**src/design/midi_track_event_parser_macros.svh**
```systemverilog
// Assertion macros for the parser's RTL.
`ifndef MIDI_TRACK_EVENT_PARSER_MACROS_SVH
`define MIDI_TRACK_EVENT_PARSER_MACROS_SVH

// The consequent must hold in the same cycle as the antecedent.
`define MTEP_ASSERT_SAME(label, clk, rst_n, ante, cons, msg) \
  label: assert property (@(posedge clk) disable iff (!rst_n) (ante) |-> (cons)) \
    else $error(msg);

// The consequent must hold in the cycle after the antecedent.
`define MTEP_ASSERT_NEXT(label, clk, rst_n, ante, cons, msg) \
  label: assert property (@(posedge clk) disable iff (!rst_n) (ante) |=> (cons)) \
    else $error(msg);

`endif

```
**src/design/mtep_pkg.sv**
```systemverilog
package mtep_pkg;

  typedef enum logic [2:0] {
    KIND_NOTE_OFF = 3'd0,
    KIND_NOTE_ON  = 3'd1,
    KIND_PROGRAM  = 3'd2,
    KIND_TEMPO    = 3'd3,
    KIND_END      = 3'd4,
    KIND_UNKNOWN  = 3'd5
  } kind_e;

  localparam logic [3:0] STATUS_NOTE_OFF = 4'h8;
  localparam logic [3:0] STATUS_NOTE_ON  = 4'h9;
  localparam logic [3:0] STATUS_CONTROL  = 4'hB;
  localparam logic [3:0] STATUS_PROGRAM  = 4'hC;
  localparam logic [7:0] STATUS_META     = 8'hFF;
  localparam logic [7:0] META_TEMPO      = 8'h51;
  localparam logic [7:0] META_END        = 8'h2F;
  localparam logic [7:0] TEMPO_LEN       = 8'h03;
  localparam logic [7:0] END_LEN         = 8'h00;

  typedef struct packed {
    logic [7:0] data_byte;
    logic       track_start;
  } in_beat_t;

  typedef struct packed {
    logic [2:0]  event_kind;
    logic [3:0]  channel;
    logic [3:0]  note_in_octave;
    logic [3:0]  octave;
    logic [7:0]  program_res;
    logic [23:0] tempo;
    logic [31:0] delta_ticks;
  } out_beat_t;

  typedef struct packed {
    logic [3:0] octave;
    logic [3:0] note;
  } key_split_t;

  // Division by twelve through a reciprocal multiply; exact for 7-bit keys.
  function automatic key_split_t split_key(input logic [6:0] key);
    logic [14:0] prod;
    logic [3:0]  quot;
    logic [6:0]  rem;
    key_split_t  res;
    prod = 15'(key) * 15'd171;
    quot = prod[14:11];
    rem  = key - (7'(quot) * 7'd12);
    res.note   = rem[3:0];
    res.octave = (quot == 4'd0) ? 4'd0 : quot - 4'd1;
    return res;
  endfunction

endpackage

```
**src/design/midi_track_event_parser.sv**
```systemverilog
// Parser for the event stream of a MIDI file track, one byte per beat.
// The input channel carries a data byte and a track_start flag; a set flag
// restarts the parser so that the byte is read as the first delta time byte.
// The output channel carries one beat per reported event: note off, note on
// (note within the octave and octave), program change, tempo, end of track
// and unknown status, each with its channel and the delta time before it.
// Bytes that report nothing are absorbed without an output beat.
// A byte is held in an input register, decoded combinationally against the
// parser state and written to the output register, from which the receiver
// can take its result; one byte is accepted every cycle while the receiver
// does not stall.
// When the receiver stalls, the output register holds its beat and the
// input register holds the next byte, whether or not that byte gives a
// result, so the input stalls as well. After reset both registers are empty
// and the parser expects a delta time with all accumulators at zero.
`include "midi_track_event_parser_macros.svh"

module midi_track_event_parser (
  input  logic                clk_i,
  input  logic                rst_ni,
  input  logic                in_valid_i,
  output logic                in_stall_o,
  input  mtep_pkg::in_beat_t  in_data_i,
  output logic                out_valid_o,
  input  logic                out_stall_i,
  output mtep_pkg::out_beat_t out_data_o
);

  logic                item_valid;
  logic                take;
  logic                res_valid;
  logic                load;
  mtep_pkg::in_beat_t  item;
  mtep_pkg::out_beat_t res;

  assign take = item_valid && !(out_valid_o && out_stall_i);
  assign load = take && res_valid;

  mtep_in_stage u_in_stage (
    .clk_i        (clk_i),
    .rst_ni       (rst_ni),
    .in_valid_i   (in_valid_i),
    .in_data_i    (in_data_i),
    .in_stall_o   (in_stall_o),
    .take_i       (take),
    .item_valid_o (item_valid),
    .item_o       (item)
  );

  mtep_decode u_decode (
    .clk_i       (clk_i),
    .rst_ni      (rst_ni),
    .step_i      (take),
    .item_i      (item),
    .res_valid_o (res_valid),
    .res_o       (res)
  );

  mtep_out_stage u_out_stage (
    .clk_i       (clk_i),
    .rst_ni      (rst_ni),
    .load_i      (load),
    .res_i       (res),
    .out_valid_o (out_valid_o),
    .out_stall_i (out_stall_i),
    .out_data_o  (out_data_o)
  );

  `MTEP_ASSERT_SAME(a_load_free, clk_i, rst_ni, load, !(out_valid_o && out_stall_i), "load over held beat")
  `MTEP_ASSERT_NEXT(a_load_shows, clk_i, rst_ni, load, out_valid_o && (out_data_o == $past(res)), "result lost")
  `MTEP_ASSERT_NEXT(a_item_held, clk_i, rst_ni, in_stall_o, item_valid && $stable(item), "staged byte lost")
  `MTEP_ASSERT_SAME(a_note_range, clk_i, rst_ni, out_valid_o, out_data_o.note_in_octave < 4'd12, "note out of range")

endmodule

```
**src/design/mtep_in_stage.sv**
```systemverilog
module mtep_in_stage (
  input  logic                clk_i,
  input  logic                rst_ni,
  input  logic                in_valid_i,
  input  mtep_pkg::in_beat_t  in_data_i,
  output logic                in_stall_o,
  input  logic                take_i,
  output logic                item_valid_o,
  output mtep_pkg::in_beat_t  item_o
);

  logic               valid_q;
  logic               valid_d;
  mtep_pkg::in_beat_t data_q;

  assign in_stall_o   = valid_q && !take_i;
  assign valid_d      = in_stall_o || in_valid_i;
  assign item_valid_o = valid_q;
  assign item_o       = data_q;

  always_ff @(posedge clk_i or negedge rst_ni) begin
    if (!rst_ni) begin
      valid_q <= 1'b0;
    end else begin
      valid_q <= valid_d;
    end
  end

  always_ff @(posedge clk_i) begin
    if (!in_stall_o && in_valid_i) begin
      data_q <= in_data_i;
    end
  end

endmodule

```
**src/design/mtep_decode.sv**
```systemverilog
module mtep_decode (
  input  logic                clk_i,
  input  logic                rst_ni,
  input  logic                step_i,
  input  mtep_pkg::in_beat_t  item_i,
  output logic                res_valid_o,
  output mtep_pkg::out_beat_t res_o
);

  typedef enum logic [3:0] {
    PH_DELTA_FIRST = 4'd0,
    PH_DELTA_MORE  = 4'd1,
    PH_STATUS      = 4'd2,
    PH_NOTE_KEY    = 4'd3,
    PH_PROGRAM     = 4'd4,
    PH_META_TYPE   = 4'd5,
    PH_TEMPO_LEN   = 4'd6,
    PH_TEMPO_DATA  = 4'd7,
    PH_END_LEN     = 4'd8,
    PH_META_LEN    = 4'd9,
    PH_SKIP        = 4'd10
  } phase_e;

  phase_e      phase_q, phase_d, phase_c;
  logic [31:0] delta_q, delta_d, delta_c, delta_base;
  logic [3:0]  chan_q, chan_d, chan_c;
  logic [23:0] tempo_q, tempo_d, tempo_c;
  logic [31:0] skip_q, skip_d, skip_c;
  logic [1:0]  count_q, count_d, count_c;
  logic [7:0]  b;
  mtep_pkg::key_split_t split;

  assign b     = item_i.data_byte;
  assign split = mtep_pkg::split_key(b[6:0]);

  always_comb begin
    if (item_i.track_start) begin
      phase_c = PH_DELTA_FIRST;
      delta_c = '0;
      chan_c  = '0;
      tempo_c = '0;
      skip_c  = '0;
      count_c = '0;
    end else begin
      phase_c = phase_q;
      delta_c = delta_q;
      chan_c  = chan_q;
      tempo_c = tempo_q;
      skip_c  = skip_q;
      count_c = count_q;
    end

    phase_d     = phase_c;
    delta_d     = delta_c;
    chan_d      = chan_c;
    tempo_d     = tempo_c;
    skip_d      = skip_c;
    count_d     = count_c;
    delta_base  = (phase_c == PH_DELTA_FIRST) ? 32'd0 : delta_c;
    res_valid_o = 1'b0;
    res_o       = '0;

    unique case (phase_c)
      PH_DELTA_FIRST, PH_DELTA_MORE: begin
        delta_d = {delta_base[24:0], 7'b0} + 32'(b[6:0]);
        phase_d = b[7] ? PH_DELTA_MORE : PH_STATUS;
      end
      PH_STATUS: begin
        chan_d  = b[3:0];
        phase_d = PH_DELTA_FIRST;
        if (b[7:4] == mtep_pkg::STATUS_NOTE_OFF) begin
          skip_d           = 32'd2;
          phase_d          = PH_SKIP;
          res_valid_o      = 1'b1;
          res_o.event_kind = mtep_pkg::KIND_NOTE_OFF;
        end else if (b[7:4] == mtep_pkg::STATUS_NOTE_ON) begin
          phase_d = PH_NOTE_KEY;
        end else if (b[7:4] == mtep_pkg::STATUS_PROGRAM) begin
          phase_d = PH_PROGRAM;
        end else if (b[7:4] == mtep_pkg::STATUS_CONTROL) begin
          skip_d  = 32'd2;
          phase_d = PH_SKIP;
        end else if (b == mtep_pkg::STATUS_META) begin
          phase_d = PH_META_TYPE;
        end else begin
          res_valid_o      = 1'b1;
          res_o.event_kind = mtep_pkg::KIND_UNKNOWN;
        end
      end
      PH_NOTE_KEY: begin
        skip_d               = 32'd1;
        phase_d              = PH_SKIP;
        res_valid_o          = 1'b1;
        res_o.event_kind     = mtep_pkg::KIND_NOTE_ON;
        res_o.note_in_octave = split.note;
        res_o.octave         = split.octave;
      end
      PH_PROGRAM: begin
        phase_d           = PH_DELTA_FIRST;
        res_valid_o       = 1'b1;
        res_o.event_kind  = mtep_pkg::KIND_PROGRAM;
        res_o.program_res = b;
      end
      PH_META_TYPE: begin
        if (b == mtep_pkg::META_TEMPO) begin
          phase_d = PH_TEMPO_LEN;
        end else if (b == mtep_pkg::META_END) begin
          phase_d = PH_END_LEN;
        end else begin
          skip_d  = '0;
          phase_d = PH_META_LEN;
        end
      end
      PH_TEMPO_LEN: begin
        if (b == mtep_pkg::TEMPO_LEN) begin
          tempo_d = '0;
          count_d = '0;
          phase_d = PH_TEMPO_DATA;
        end else begin
          phase_d = PH_DELTA_FIRST;
        end
      end
      PH_TEMPO_DATA: begin
        tempo_d = {tempo_c[15:0], b};
        if (count_c >= 2'd2) begin
          count_d          = '0;
          phase_d          = PH_DELTA_FIRST;
          res_valid_o      = 1'b1;
          res_o.event_kind = mtep_pkg::KIND_TEMPO;
          res_o.tempo      = {tempo_c[15:0], b};
        end else begin
          count_d = count_c + 2'd1;
        end
      end
      PH_END_LEN: begin
        phase_d = PH_DELTA_FIRST;
        if (b == mtep_pkg::END_LEN) begin
          res_valid_o      = 1'b1;
          res_o.event_kind = mtep_pkg::KIND_END;
        end
      end
      PH_META_LEN: begin
        skip_d = {skip_c[24:0], 7'b0} + 32'(b[6:0]);
        if (!b[7]) begin
          phase_d = (skip_d == 32'd0) ? PH_DELTA_FIRST : PH_SKIP;
        end
      end
      PH_SKIP: begin
        if (skip_c != 32'd0) begin
          skip_d = skip_c - 32'd1;
        end
        if (skip_d == 32'd0) begin
          phase_d = PH_DELTA_FIRST;
        end
      end
      default: begin
        phase_d = PH_DELTA_FIRST;
      end
    endcase

    res_o.channel     = chan_d;
    res_o.delta_ticks = delta_c;
  end

  always_ff @(posedge clk_i or negedge rst_ni) begin
    if (!rst_ni) begin
      phase_q <= PH_DELTA_FIRST;
      delta_q <= '0;
      chan_q  <= '0;
      tempo_q <= '0;
      skip_q  <= '0;
      count_q <= '0;
    end else if (step_i) begin
      phase_q <= phase_d;
      delta_q <= delta_d;
      chan_q  <= chan_d;
      tempo_q <= tempo_d;
      skip_q  <= skip_d;
      count_q <= count_d;
    end
  end

endmodule

```
**src/design/mtep_out_stage.sv**
```systemverilog
module mtep_out_stage (
  input  logic                clk_i,
  input  logic                rst_ni,
  input  logic                load_i,
  input  mtep_pkg::out_beat_t res_i,
  output logic                out_valid_o,
  input  logic                out_stall_i,
  output mtep_pkg::out_beat_t out_data_o
);

  logic                valid_q;
  logic                valid_d;
  mtep_pkg::out_beat_t data_q;

  assign valid_d     = load_i || (valid_q && out_stall_i);
  assign out_valid_o = valid_q;
  assign out_data_o  = data_q;

  always_ff @(posedge clk_i or negedge rst_ni) begin
    if (!rst_ni) begin
      valid_q <= 1'b0;
    end else begin
      valid_q <= valid_d;
    end
  end

  always_ff @(posedge clk_i) begin
    if (load_i) begin
      data_q <= res_i;
    end
  end

endmodule
```
**config.mk**
```make
export PLATFORM = sky130hd
export DESIGN_NAME = midi_track_event_parser
export DESIGN_NICKNAME = d
export VERILOG_FILES = /design/src/design/mtep_pkg.sv /design/src/design/midi_track_event_parser.sv /design/src/design/mtep_in_stage.sv /design/src/design/mtep_decode.sv /design/src/design/mtep_out_stage.sv
export VERILOG_INCLUDE_DIRS = /design/src /design/src/design
export SDC_FILE = /design/constraint.sdc
export NUM_CORES = 1
export LEC_CHECK = 0
export BUFFER_PORTS_ARGS = -buffer_cell sky130_fd_sc_hd__buf_2
export CORE_MARGIN = 2
export CORE_UTILIZATION = 49
export CTS_CLUSTER_DIAMETER = 200
export DETAILED_ROUTE_END_ITERATION = 8
export GPL_TIMING_DRIVEN = 0
export HOLD_SLACK_MARGIN = 0.05
export PLACE_DENSITY = 0.74
export SLEW_MARGIN = 20
export SYNTH_ARGS = -nofsm -noshare
export SYNTH_HDL_FRONTEND = slang
export SYNTH_HIERARCHICAL = 1
export SYNTH_SLANG_ARGS = --single-unit
```
**constraint.sdc**
```tcl
create_clock -name clk_i -period 6.35 [get_ports clk_i]
set_input_delay 0.9525 -clock clk_i [delete_from_list [all_inputs] [get_ports clk_i]]
set_output_delay 0.9525 -clock clk_i [all_outputs]
set_load 0.005 [all_outputs]
```
Yosys cells after proc, flatten, opt, wreduce, memory -nomap -nowiden --
Index checks and enable logic that the tools add are counted.
Operators by class: add/subtract/negate cells 6, multipliers 2, order comparisons 1, equal/unequal tests 18, muxes and demuxes 53, bitwise gates (word level) 1, reductions and logical operators 20
Operator list (number):
- $mux W32 | 11
- $pmux W32 S5 | 1
- $add A32 B7 Y32 | 2
- $logic_not A32 Y1 | 2
- $mux W24 | 2
- $mux W4 | 12
- $pmux W24 S2 | 1
- $pmux W4 S8 | 1
- $reduce_bool A32 Y1 | 1
- $sub A32 B1 Y32 const B | 1
- $eq A4 B4 Y1 const B | 7
- $mux W25 | 1
- $mux W3 | 8
- $eq A4 B3 Y1 const B | 4
- $mul A7 B8 Y15 const B | 1
- $pmux W3 S5 | 1
- $mux W2 | 5
- $eq A4 B2 Y1 const B | 2
- $eq A8 B2 Y1 const B | 1
- $eq A8 B6 Y1 const B | 1
- $eq A8 B7 Y1 const B | 1
- $eq A8 B8 Y1 const B | 1
- $logic_not A4 Y1 | 2
- $logic_not A8 Y1 | 1
- 15 further kinds | 31
Storage, ports and cells: bits in registers 188, input bits 13, output and inout port bits 81

Depth between registers and ports, before layout --
depth in word-level cells 9, depth in mapped cells 19, depth with buffers taken out 19

Modules after synthesis --
The synthesis kept the hierarchy.
By module, submodules not included:
- mtep_decode | times used 1, cells an instance 898, area each 7414.6 sq um
- mtep_out_stage | times used 1, cells an instance 81, area each 2404.8 sq um
- mtep_in_stage | times used 1, cells an instance 14, area each 327.8 sq um
- midi_track_event_parser | times used 1, cells an instance 2, area each 17.5 sq um

Worst setup path before layout --
OpenSTA, ideal clock, no wires.
kind flip-flop to flip-flop, start register u_in_stage.data_q (netlist bit u_in_stage/item_o[7]), end register u_out_stage.data_q (netlist bit u_out_stage/out_data_o[67]) (data pin), library setup time 0.266 ns, arrival 4.292 ns, path slack 1.792 ns, stages on the path, launching flop included 19, buffers on the path 0, period minus slack after synthesis 4.558 ns, cells stage by stage edfxtp_1 > ha_1 > fa_1 > inv_1 > fa_1 > inv_1 > fa_1 > ha_1 > o21a_1 > o21a_1 > o21ai_0 > o21bai_1 > a21oi_1 > xor2_1 > ha_1 > nor3b_1 > nand2_1 > o211ai_1 > a21oi_1
Between the ends: longest elaborated chain between the ends 3
Ends and longest elaborated chain:
- from (decl) | line mtep_in_stage.sv:14 | mtep_pkg::in_beat_t data_q;
- from (signal assigned) | line mtep_in_stage.sv:31 | data_q <= in_data_i;
- $mul A7 B8 Y15 (*) | line mtep_pkg.sv:48 | prod = 15'(key) * 15'd171;
- parallel branches: the longest is 2 deep, another holds $sub A4 B1 Y4
- to (signal assigned) | line mtep_out_stage.sv:29 | data_q <= res_i;
- to (decl) | line mtep_out_stage.sv:13 | mtep_pkg::out_beat_t data_q;
Every way passes the cells marked *. A chain may end at the register's enable or synchronous reset.

Worst setup path after layout --
start register u_in_stage.data_q (netlist bit u_in_stage/item_o[0]), end register u_decode.phase_q[1]
Between the ends: longest elaborated chain between the ends 7
Ends and longest elaborated chain:
- $mux W32 | line mtep_decode.sv:37 | if (item_i.track_start) begin
- $sub A32 B1 Y32 or $reduce_bool A32 Y1 (tied branches) | line mtep_decode.sv:150, mtep_decode.sv:149
- $mux W32 | line mtep_decode.sv:149 | if (skip_c != 32'd0) begin
- $mux W32 | line mtep_decode.sv:63 | unique case (phase_c)
- $logic_not A32 Y1 | line mtep_decode.sv:152 | if (skip_d == 32'd0) begin
- $mux W4 | line mtep_decode.sv:152
- $pmux W4 S8 (*) | line mtep_decode.sv:63
- to (signal assigned) | line mtep_decode.sv:174 | phase_q <= phase_d;
- to (decl) | line mtep_decode.sv:24 | phase_e phase_q, phase_d, phase_c;
Mark *: on every way between the ends. The rest lies on a longest branch, timed or not. The select of a mux whose other input is x is not followed.

==> results.cfg <==
[synth]
ys.flop_type = dfrtp_1
ys_seq_elements = 180
synth_nets = 1059
syn_area_um2 = 10200
yosysTopAreaCellShare = 0.260
ys_async_sr_fraction = 0.511
synth_area_per_cell_um2 = 10.2
ys_warn_count = 6
synthTopCellsByArea = edfxtp_1 (26%), dfrtp_1 (23%), ha_1 (5.2%)
syn_inst = 995
synthDistinctLibCells = 83
synth_edf_count = 88
ys_seq_area_frac = 0.486
synth_largest_area_cell = edfxtp_1

[cts]
cts_sinks = 180
insertion_delay_ns = 0.43
cts_setup_buffers = 0
cts_tree = yes
cts_made_buffers = 17
htreeDepth = 4
cts.clk_slew.worst_paths_ns = 0.07
post_cts_resize_count = 0
cts.path.max_buffers = 2
root_buffer = clkbuf_16
hold_buffers = 0

[setup_path]
path_max_fanout = 10
arrival_ns = 5.88
cp-start-kind = flip-flop
crit_type = reg2reg
r2r_slack_ns = 0.77
cp-end-kind = flip-flop
worstPathRequired_ns = 6.66

[floorplanning]
core_um2 = 20300
design.portCount = 94
start_util = 0.501
dieArea_um2 = 21900
die_y_um = 148
die_w_um = 148
rows = 52

[route]
wl_um = 30000
drc_errors = 0
vias = 8807
dr.first_iter.drc_count = 1036
via_per_inst = 6.33
firstDrtPassIters = 6
final_antenna_net_count = 0
wl_per_cell_um = 21.5

[placed_design]
hpwl_um = 21400
pre_cts_ws_ns = 1.11
gp_congestion = 0.989
placement.io_buffers = 93

[sta]
finalMaxSlewViolations = 0
worstMarginPinSlew_ns = 1.27
tns_ns = 0
rsz0062_at_grt = no
fin_ws_ns = 0.773
final.min_clock_period_ns = 5.58
period_share = 0.878
clock.fmax_ghz = 0.179
finalHoldViolCount = 0
relSlewSlack = 0.149
finalSetupViolCount = 0
finClkSkew_ns = 0.0146

[global_routing]
grt-ovfl-total = 0
grt_pass1_vias = 8176
grtUsageTotal = 0.275
antenna_found_initial = 0
grt_pass1_wl_um = 46300
grt_max_degree = 54

[min_path]
min-delay-path-class = in2async

[layout]
final_layout_size_suffix_gt1_frac = 0.153
fillers = 1758
area_growth_pct = 14.7
utilization = 0.574
layout_common_cells = buf_2 (97), nor2_1 (95), dfrtp_1 (92), edfxtp_1 (88), inv_1 (63)
layout_commonest_cell = buf_2
final_net_count = 1173
diodes = 0

[power]
leakagePower_nw = 4.76
p_per_area_nw_per_um2 = 418
peakVddDrop_mv = 0.248

[run_status]
outcome = finished clean

[run]
maxCapViolations = 0
-- kinds of logic (layout without fill, tap and decap cells) --
logic type	count (synthesis)	in the layout	share of synthesized area
XOR/XNOR	9	9	0.00775
AND/OR/NAND/NOR	328	328	0.178
AO/OA/AOI/OAI	280	280	0.194
adder cells (fa/ha/maj)	51	51	0.0694
buffers and inverters	135	262	0.0524
flip-flops	180	180	0.486
multiplexers	12	12	0.0127
-- layout make-up --
type | count | area (um^2) | area share
clock inverter | 15 | 201 | 0.0173
sequential | 180 | 4940 | 0.424
inverter | 65 | 244 | 0.0209
buffer | 70 | 289 | 0.0248
multi-input combinational | 680 | 4690 | 0.402
clock buffer | 17 | 425 | 0.0365
tap | 270 | 338 | 0.0290
timing repair buffer | 95 | 527 | 0.0452
-- critical path, cell delays in order (launching register included) --
cell       delay, ns
edfxtp_1        0.51
clkbuf_1        0.43
clkinv_1        0.44
clkbuf_1        0.41
clkbuf_1        0.46
nand2_1         0.16
ha_1            0.28
nor4b_2         0.30
nand4_2         0.28
or4_4           0.63
and3_1          0.21
a2111oi_0       0.68
nand4_1         0.27
nor4_1          0.31
nor2_1          0.07
-- cells in the mapped netlist (6+ instances only) --
master    number
nor3_1        19
nand2b_1       9
fa_1           9
ha_1          42
nand2_1       52
clkbuf_1      54
nor2b_1       12
o22ai_1       30
or3_1          7
or2_2          6
and3_1        10
a22o_1        24
nor4_1        22
inv_1         63
o21a_1         8
and2_1        28
o21ai_0       54
buf_1          7
nand4_1       12
edfxtp_1      88
a31oi_1       12
mux2_2         7
a22oi_1       45
dfrtp_1       92
a21oi_1       32
nand3_1       18
nor2_1        95
o31ai_1        6
o221ai_1       8
-- metal layers --
layer	track usage	wire length, um	vias up
li1	-	-	3967
met1	0.399	12700	4276
met2	0.423	13900	508
met3	0.0404	2630	56
met4	0.0962	739	0
met5	0	0	-
-- where the power goes --
part | total [mW] | internal, mW | switching, mW
clock network | 1.09 | 0.573 | 0.518
logic | 2.18 | 0.768 | 1.41
registers | 1.61 | 1.46 | 0.149
-- state kept, by name, summed over array words and instances (netlist names) --
name                     cells
u_decode/chan_q              4
u_decode/count_q             2
u_decode/delta_q            32
u_decode/phase_q             4
u_decode/skip_q             32
u_decode/tempo_q            16
u_in_stage/item_o            9
u_in_stage/item_valid_o      1
u_out_stage/out_data_o      79
u_out_stage/out_valid_o      1
-- path summary, 6_finish.rpt --
path	startpoint	endpoint	depth (start not counted)
max in group asynchronous	rst_ni	u_decode/delta_q[29]	2
worst max-delay path	u_in_stage/item_o[0]	u_decode/phase_q[1]	14
worst min register to register	u_decode/tempo_q[10]	u_decode/tempo_q[10]	1
min in group clk_i	u_decode/tempo_q[10]	u_decode/tempo_q[10]	1
worst min-delay path	rst_ni	u_decode/tempo_q[2]	1
worst max register to register	u_in_stage/item_o[0]	u_decode/phase_q[1]	14
-- per-stage QoR --
stage | cell area, um^2 | power, mW | hold slack (ns) | instances
5_1_grt | 11700 | 5.16 | 0.450 | 1392
4_1_cts | 11700 | 4.84 | 0.438 | 1392
2_1_floorplan | 10200 | 3.07 | 0.458 | 995
3_3_place_gp | 11000 | 3.71 | 0.476 | 1358
6_report | 11700 | 4.88 | 0.426 | 1392
3_5_place_dp | 11000 | 3.74 | 0.482 | 1360
No activity file was read; power rests on OpenSTA's default activity.
